[config.mk]
export PLATFORM = sky130hd
export DESIGN_NAME = clamped_percent_moving_average_flat
export DESIGN_NICKNAME = d
export VERILOG_FILES = /design/src/cpma_pkg.sv /design/src/cpma_ifs.sv /design/src/cpma_divider.sv /design/src/clamped_percent_moving_average.sv /design/src/flat_wrapper.sv
export SDC_FILE = /design/constraint.sdc
export NUM_CORES = 1
export LEC_CHECK = 0
export BUFFER_PORTS_ARGS = -buffer_cell sky130_fd_sc_hd__buf_2
export CAP_MARGIN = 10
export CORE_MARGIN = 2
export CORE_UTILIZATION = 35
export DETAILED_ROUTE_END_ITERATION = 16
export PLACE_DENSITY_LB_ADDON = 0.05
export SLEW_MARGIN = 10
export SYNTH_ARGS = -nofsm -noshare
export SYNTH_HDL_FRONTEND = slang
export SYNTH_SLANG_ARGS = --single-unit
[constraint.sdc]
create_clock -name clk_i -period 6.23 [get_ports clk_i]
set_input_delay 0.9345 -clock clk_i [delete_from_list [all_inputs] [get_ports clk_i]]
set_output_delay 0.9345 -clock clk_i [all_outputs]
set_load 0.03 [all_outputs]
[src/cpma_pkg.sv]
`timescale 1ns / 1ps

package cpma_pkg;

  // window and field geometry
  localparam int unsigned WINDOW_LEN       = 20;
  localparam int unsigned SMP_W            = 10;
  localparam int unsigned PCT_W            = 15;
  localparam int unsigned PERCENT_ONE      = 25600;
  localparam int unsigned FULL_SCALE_RESET = 700;

  // shared divider geometry
  localparam int unsigned NUM_W  = 25;
  localparam int unsigned DIV_W  = 10;
  localparam int unsigned SUM_W  = $clog2(WINDOW_LEN * PERCENT_ONE + 1);
  localparam int unsigned SLOT_W = $clog2(WINDOW_LEN);
  localparam int unsigned CNT_W  = $clog2(NUM_W + 1);

  typedef enum logic [2:0] {
    ST_IDLE,
    ST_SCALE_GO,
    ST_SCALE_RUN,
    ST_UPDATE,
    ST_MEAN_GO,
    ST_MEAN_RUN
  } cpma_state_e;

  typedef struct packed {
    logic             start;
    logic [CNT_W-1:0] steps;
  } div_ctrl_t;

endpackage

[src/cpma_ifs.sv]
`timescale 1ns / 1ps

interface cpma_sample_if;
  import cpma_pkg::*;
  logic             valid;
  logic             ready;
  logic [SMP_W-1:0] sample;
  modport source (output valid, output sample, input ready);
  modport sink   (input valid, input sample, output ready);
endinterface

interface cpma_result_if;
  import cpma_pkg::*;
  logic             valid;
  logic             ready;
  logic [PCT_W-1:0] average_percent;
  logic [PCT_W-1:0] instant_percent;
  modport source (output valid, output average_percent, output instant_percent, input ready);
  modport sink   (input valid, input average_percent, input instant_percent, output ready);
endinterface

[src/cpma_divider.sv]
`timescale 1ns / 1ps

module cpma_divider import cpma_pkg::*; (
  input  logic             clk_i,
  input  logic             rst_ni,
  input  div_ctrl_t        ctrl_i,
  input  logic [NUM_W-1:0] numer_i,
  input  logic [DIV_W-1:0] divisor_i,
  output logic             busy_o,
  output logic [NUM_W-1:0] quot_o
);

  logic [CNT_W-1:0] cnt_q;
  logic [NUM_W-1:0] num_q;
  logic [DIV_W-1:0] rem_q;
  logic [DIV_W-1:0] dvs_q;
  logic [DIV_W:0]   shifted;
  logic [DIV_W:0]   diff;
  logic             ge;
  logic [DIV_W-1:0] rem_d;

  // one restoring step: bring down the next numerator bit
  always_comb begin
    shifted = {rem_q, num_q[NUM_W-1]};
    ge      = shifted >= {1'b0, dvs_q};
    diff    = shifted - {1'b0, dvs_q};
    rem_d   = ge ? diff[DIV_W-1:0] : shifted[DIV_W-1:0];
  end

  // step counter
  always_ff @(posedge clk_i or negedge rst_ni) begin
    if (!rst_ni) begin
      cnt_q <= '0;
    end else if (ctrl_i.start) begin
      cnt_q <= ctrl_i.steps;
    end else if (cnt_q != '0) begin
      cnt_q <= cnt_q - CNT_W'(1);
    end
  end

  // numerator shifts out at the top, quotient bits shift in at the bottom
  always_ff @(posedge clk_i) begin
    if (ctrl_i.start) begin
      num_q <= numer_i;
      rem_q <= '0;
      dvs_q <= divisor_i;
    end else if (cnt_q != '0) begin
      num_q <= {num_q[NUM_W-2:0], ge};
      rem_q <= rem_d;
    end
  end

  assign busy_o = cnt_q != '0;
  assign quot_o = num_q;

endmodule

[src/clamped_percent_moving_average.sv]
`timescale 1ns / 1ps

// channel    | dir | handshake     | payload
// -----------+-----+---------------+------------------------------------------
// sample_i   | in  | valid / ready | sample[9:0]
// result_o   | out | valid / ready | average_percent[14:0], instant_percent[14:0]
// cfg        | in  | cfg_we_i      | cfg_data_i[9:0] = full_scale
//
// A sample transaction gives a valid result after a scaling pass, then a mean pass,
// both run on the shared one-bit-per-cycle divider; the mean covers a 20-entry window.
// The next sample is taken only once the block is back in idle, one sample at a time.
// Reset clears control state; the window reads as zeros through per-entry valid bits.
// A stalled result waits in the output register while the next sample is worked on;
// that sample then holds at the end of its mean pass until the output register frees.

module clamped_percent_moving_average import cpma_pkg::*; (
  input  logic              clk_i,
  input  logic              rst_ni,
  input  logic              cfg_we_i,
  input  logic [SMP_W-1:0]  cfg_data_i,
  cpma_sample_if.sink       sample_i,
  cpma_result_if.source     result_o
);

  cpma_state_e             state_q, state_d;
  logic [SMP_W-1:0]        fs_q;
  logic [SMP_W-1:0]        d_eff;
  logic [SMP_W-1:0]        smp_q;
  logic [SLOT_W-1:0]       slot_q;
  logic [SUM_W-1:0]        sum_q;
  logic [WINDOW_LEN-1:0]   vld_q;
  logic [PCT_W-1:0]        win_mem [WINDOW_LEN];
  logic [PCT_W-1:0]        old_q;
  logic                    old_vld_q;
  logic [PCT_W-1:0]        inst_q;
  logic                    out_vld_q;
  logic [PCT_W-1:0]        avg_q;
  logic [PCT_W-1:0]        out_inst_q;

  logic                    accept;
  logic                    out_free;
  logic                    do_update;
  logic                    load_out;
  div_ctrl_t               div_ctrl;
  logic [NUM_W-1:0]        div_numer;
  logic [DIV_W-1:0]        div_divisor;
  logic                    div_busy;
  logic [NUM_W-1:0]        div_quot;
  logic [PCT_W-1:0]        inst_new;
  logic [PCT_W-1:0]        old_val;

  // full scale of zero acts as one
  assign d_eff    = (fs_q == '0) ? SMP_W'(1) : fs_q;
  assign accept   = sample_i.valid && sample_i.ready;
  assign out_free = !out_vld_q || result_o.ready;
  assign inst_new = div_quot[PCT_W-1:0];
  assign old_val  = old_vld_q ? old_q : '0;

  assign sample_i.ready           = state_q == ST_IDLE;
  assign result_o.valid           = out_vld_q;
  assign result_o.average_percent = avg_q;
  assign result_o.instant_percent = out_inst_q;

  // configuration register
  always_ff @(posedge clk_i or negedge rst_ni) begin
    if (!rst_ni) begin
      fs_q <= SMP_W'(FULL_SCALE_RESET);
    end else if (cfg_we_i) begin
      fs_q <= cfg_data_i;
    end
  end

  // next state
  always_comb begin
    state_d = state_q;
    unique case (state_q)
      ST_IDLE:      if (accept) state_d = ST_SCALE_GO;
      ST_SCALE_GO:  state_d = ST_SCALE_RUN;
      ST_SCALE_RUN: if (!div_busy) state_d = ST_UPDATE;
      ST_UPDATE:    state_d = ST_MEAN_GO;
      ST_MEAN_GO:   state_d = ST_MEAN_RUN;
      ST_MEAN_RUN:  if (!div_busy && out_free) state_d = ST_IDLE;
      default:      state_d = ST_IDLE;
    endcase
  end

  // state outputs
  always_comb begin
    div_ctrl    = '0;
    div_numer   = NUM_W'(smp_q) * NUM_W'(PERCENT_ONE);
    div_divisor = d_eff;
    do_update   = 1'b0;
    load_out    = 1'b0;
    unique case (state_q)
      ST_SCALE_GO: begin
        div_ctrl.start = 1'b1;
        div_ctrl.steps = CNT_W'(NUM_W);
      end
      ST_UPDATE: begin
        do_update = 1'b1;
      end
      ST_MEAN_GO: begin
        div_ctrl.start = 1'b1;
        div_ctrl.steps = CNT_W'(SUM_W);
        div_numer      = {sum_q, {(NUM_W - SUM_W){1'b0}}};
        div_divisor    = DIV_W'(WINDOW_LEN);
      end
      ST_MEAN_RUN: begin
        load_out = !div_busy && out_free;
      end
      default: begin
      end
    endcase
  end

  always_ff @(posedge clk_i or negedge rst_ni) begin
    if (!rst_ni) begin
      state_q <= ST_IDLE;
    end else begin
      state_q <= state_d;
    end
  end

  // clamp on the way in
  always_ff @(posedge clk_i) begin
    if (accept) begin
      smp_q <= (sample_i.sample > d_eff) ? d_eff : sample_i.sample;
    end
  end

  cpma_divider u_divider (
    .clk_i     (clk_i),
    .rst_ni    (rst_ni),
    .ctrl_i    (div_ctrl),
    .numer_i   (div_numer),
    .divisor_i (div_divisor),
    .busy_o    (div_busy),
    .quot_o    (div_quot)
  );

  // window control: running sum, oldest slot, entry valid bits
  always_ff @(posedge clk_i or negedge rst_ni) begin
    if (!rst_ni) begin
      sum_q  <= '0;
      slot_q <= '0;
      vld_q  <= '0;
    end else if (do_update) begin
      sum_q          <= sum_q - SUM_W'(old_val) + SUM_W'(inst_new);
      vld_q[slot_q]  <= 1'b1;
      slot_q         <= (slot_q == SLOT_W'(WINDOW_LEN - 1)) ? '0 : slot_q + SLOT_W'(1);
    end
  end

  // window memory, registered read of the oldest entry
  always_ff @(posedge clk_i) begin
    if (do_update) begin
      win_mem[slot_q] <= inst_new;
      inst_q          <= inst_new;
    end
    old_q     <= win_mem[slot_q];
    old_vld_q <= vld_q[slot_q];
  end

  // output register
  always_ff @(posedge clk_i or negedge rst_ni) begin
    if (!rst_ni) begin
      out_vld_q <= 1'b0;
    end else if (load_out) begin
      out_vld_q <= 1'b1;
    end else if (result_o.ready) begin
      out_vld_q <= 1'b0;
    end
  end

  always_ff @(posedge clk_i) begin
    if (load_out) begin
      avg_q      <= div_quot[PCT_W-1:0];
      out_inst_q <= inst_q;
    end
  end

endmodule

[src/flat_wrapper.sv]
// flat-port wrapper written by rule: the top's interface ports become plain ports
module clamped_percent_moving_average_flat import cpma_pkg::*;
  (clk_i, rst_ni, cfg_we_i, cfg_data_i, sample_i_valid, sample_i_sample, sample_i_ready, result_o_valid, result_o_average_percent, result_o_instant_percent, result_o_ready);
  cpma_sample_if sample_i_i ();
  cpma_result_if result_o_i ();
  input  logic clk_i;
  input  logic rst_ni;
  input  logic cfg_we_i;
  input  logic [SMP_W-1:0] cfg_data_i;
  input wire logic [$bits(sample_i_i.valid)-1:0] sample_i_valid;
  input wire logic [$bits(sample_i_i.sample)-1:0] sample_i_sample;
  output wire logic [$bits(sample_i_i.ready)-1:0] sample_i_ready;
  output wire logic [$bits(result_o_i.valid)-1:0] result_o_valid;
  output wire logic [$bits(result_o_i.average_percent)-1:0] result_o_average_percent;
  output wire logic [$bits(result_o_i.instant_percent)-1:0] result_o_instant_percent;
  input wire logic [$bits(result_o_i.ready)-1:0] result_o_ready;
  assign sample_i_i.valid = sample_i_valid;
  assign sample_i_i.sample = sample_i_sample;
  assign sample_i_ready = sample_i_i.ready;
  assign result_o_valid = result_o_i.valid;
  assign result_o_average_percent = result_o_i.average_percent;
  assign result_o_instant_percent = result_o_i.instant_percent;
  assign result_o_i.ready = result_o_ready;
  clamped_percent_moving_average u_core (.clk_i(clk_i), .rst_ni(rst_ni), .cfg_we_i(cfg_we_i), .cfg_data_i(cfg_data_i), .sample_i(sample_i_i), .result_o(result_o_i));
endmodule
==> key figures <==
Critical path
  • CP endpoint kind: flip-flop
  • CP max-delay cell: edfxtp_1
  • CP required: 6.76 ns
  • Critical Path Fanout Max: 23
  • Critical path arrival: 4.28 ns
  • Worst path bufs/invs: 2
  • CP cell instances: inv_1 > fa_1 > inv_1 > ha_1 > a21o_1 > a21oi_1 > nor2b_1 > or4b_1 > o211ai_2 > o21ai_1 > or4_1 > nand3_1
  • Family with the most delay on the worst path: simple AND/OR/NAND/NOR gates
  • CP startpoint kind: flip-flop
  • Kind of critical path: flip-flop to flip-flop
  • Crit-path max cell delay: 0.80 ns
  • Worst path most repeated cell: inv_1

Synth
  • Most common cell in the synthesized netlist: edfxtp_1
  • Syn nets: 1569
  • Synth Register Bits: 479
  • Sequential share of the synthesized area: 0.658
  • Yosys warning count: 0
  • Number of synthesized flops with an enable pin: 390
  • Share of flip-flops with an asynchronous set or reset: 0.132
  • Synthesized area per cell: 14.5 um2
  • Synth unique cells: 58
  • Top FF cell, synth: edfxtp_1
  • Synth top area cells: edfxtp_1, mux4_2, dfrtp_1, ha_1, nand2_1
  • Synth top area share: 0.558
  • Mapped cell area: 0.0210 mm2
  • Most common library cells after synthesis: edfxtp_1, nand2_1, inv_1, ha_1, mux4_2
  • Syn Inst Count: 1443
  • Dominant cell type by area after synthesis: edfxtp_1

Timing
  • Max-slew violations: 0
  • RSZ-0062 raised after global routing: no
  • Final Setup Violations: 0
  • Worst Tran Pin Value: 1.00 ns
  • Period utilization: 0.602
  • TNS Setup: 0 ns
  • Layout Skew: 0.0169 ns
  • Fin. Hold Viols: 0
  • Max-slew headroom: 0.331
  • Final Critical Period: 3.75 ns
  • Fmax: 267 MHz

Routing
  • Drt pass-1 iters: 5
  • Routed Antenna Nets: 0
  • Via count: 11900
  • Initial DRC count: approximately 750
  • Vias per inst: roughly 5.0
  • Drt wl/cell: about 23 um
  • DRT Wirelength: 54300 um
  • DRC viols: 0

Floorplanning
  • Die Wd: 249 um
  • Core area: 0.0591 mm2
  • Chip Height: 249 um
  • Die area: ~0.062 mm2
  • Row cnt: 89
  • I/O pin cnt: 57
  • Starting Density: 0.355

Cells and area
  • Fillers: 5493
  • # diodes: 0
  • Final std cell area, no fill: 0.0240 mm2
  • Final #Nets: between 1500 and 2000
  • Syn-to-layout area delta: 14.5%
  • Core Util, Final: 0.406
  • Post-route insts no fill: 2354
  • Layout cell share with drive strength beyond 1: 0.187

Hold path
  • Min-delay worst type: flip-flop to flip-flop

Placed design
  • Placed cell area: 0.0224 mm2
  • Dpl hpwl: around 34000 um
  • Port bufs: 56
  • RD Place Congestion: 0.794
  • Placed insts: roughly 2300

CTS
  • Clk root buf: clkbuf_16
  • CTS resizes: 0
  • Clk pin slew, worst setup/hold paths: 0.06 ns
  • Setup bufs post-CTS: 0
  • Total CTS buffers: 52
  • Clk_lat worst skew: 0.60 ns
  • Clock Path Buffers: 3
  • CTS Sinks: approximately 480
  • H-Tree Depth: 2
  • # hold bufs at CTS: 0
  • CTS tree: yes

Power and ir drop
  • P per Cell Area: around 520 mW/mm2
  • Pwr Total: around 0.012 W
  • Pleak: just over 9 nW
  • Max IR drop VDD: 0.211 mV

Global route
  • Global-route wire length before repair: roughly 81000 um
  • Number of global-route vias before repair: 12200
  • Total GRT Usage: 0.177
  • Largest net degree at the start of global routing: 64
  • Initial antenna violation count: 1
  • Gr ovfl total: 0

Run status
  • Status: finished clean

Flow run
  • Max-Cap Viols: 0
-- state kept, by name (all words and copies together) (netlist names), 15 cells and up --
signal and count:
u_core.result_o.average_percent 15, u_core.result_o.instant_percent 15, u_core.old_q 15, u_core.win_mem 300
u_core.inst_q 15, u_core.u_divider.quot_o 25, u_core.vld_q 20, u_core.sum_q 19
-- final timing paths --
path,from,endpoint,slack [ns],cells past startpoint
max,u_core.u_divider.quot_o[6],u_core.sum_q[17],2.48,12
min,u_core.inst_q[7],u_core.result_o.instant_percent[7],0.41,0
max reg2reg,u_core.u_divider.quot_o[6],u_core.sum_q[17],2.48,12
min reg2reg,u_core.inst_q[7],u_core.result_o.instant_percent[7],0.41,0
max in group asynchronous,rst_ni,u_core.slot_q[1],5.01,1
min in group asynchronous,rst_ni,u_core.u_divider.cnt_q[2],0.48,1
-- worst register-to-register path, delay by kind of cell (launching register included) --
kind / cells / cell delay [ns]
AOI/OAI and AO/OA: 4 / 0.67
adders and majority gates: 2 / 0.92
buffers and inverters: 2 / 0.24
DFF: 1 / 0.80
and+or+nand+nor: 4 / 1.06
-- kinds of logic after synthesis --
group,count (synthesis),share of synthesized area
DFF,479,0.658
and+or+nand+nor,367,0.0793
AOI/OAI and AO/OA,210,0.0624
buffers and inverters,170,0.0311
adders and majority gates,101,0.0677
muxes,84,0.0879
xor gates and xnor gates,32,0.0134
-- power breakdown --
group / internal [W] / switching (W) / total, W
combinational: 0.00199 / 0.00269 / 0.00468
sequential: 0.00418 / 0.000509 / 0.00469
clock: 0.00175 / 0.00128 / 0.00303
-- routing by layer --
layer	track usage	up-vias	part of all wire
li1	-	5493	-
met1	0.266	6110	0.50
met2	0.266	192	0.45
met3	0.0255	67	0.034
met4	0.0473	0	0.020
met5	0	-	0
-- metrics by stage --
step                      worst slack [ns]  hold slack, ns
after global routing                  2.19           0.425
final                                 2.48           0.412
after detailed placement              2.50           0.405
after global placement                2.50           0.402
after floorplan                       2.99           0.400
after CTS                             2.50           0.415
-- layout by cell type (no fill, tap or decap), types with 44 or more instances in the layout --
cell type / count
buf_2: 55
clkbuf_16: 53
dfrtp_1: 55
edfxtp_1: 390
ha_1: 80
inv_1: 115
mux4_2: 80
nand2_1: 199
nor2_1: 44
o21ai_0: 75
-- final cells by class --
cell class,count,area [um2],area share
Timing Repair Buffer,96,583,0.0243
Inverter,116,435,0.0181
Clock inverter,23,195,0.00812
Multi-Input combinational cell,794,6540,0.272
Tap cell,773,967,0.0403
Sequential cell,479,13800,0.575
Clock buffer,73,1480,0.0617
Note: power is estimated with default switching activity, not from simulation.
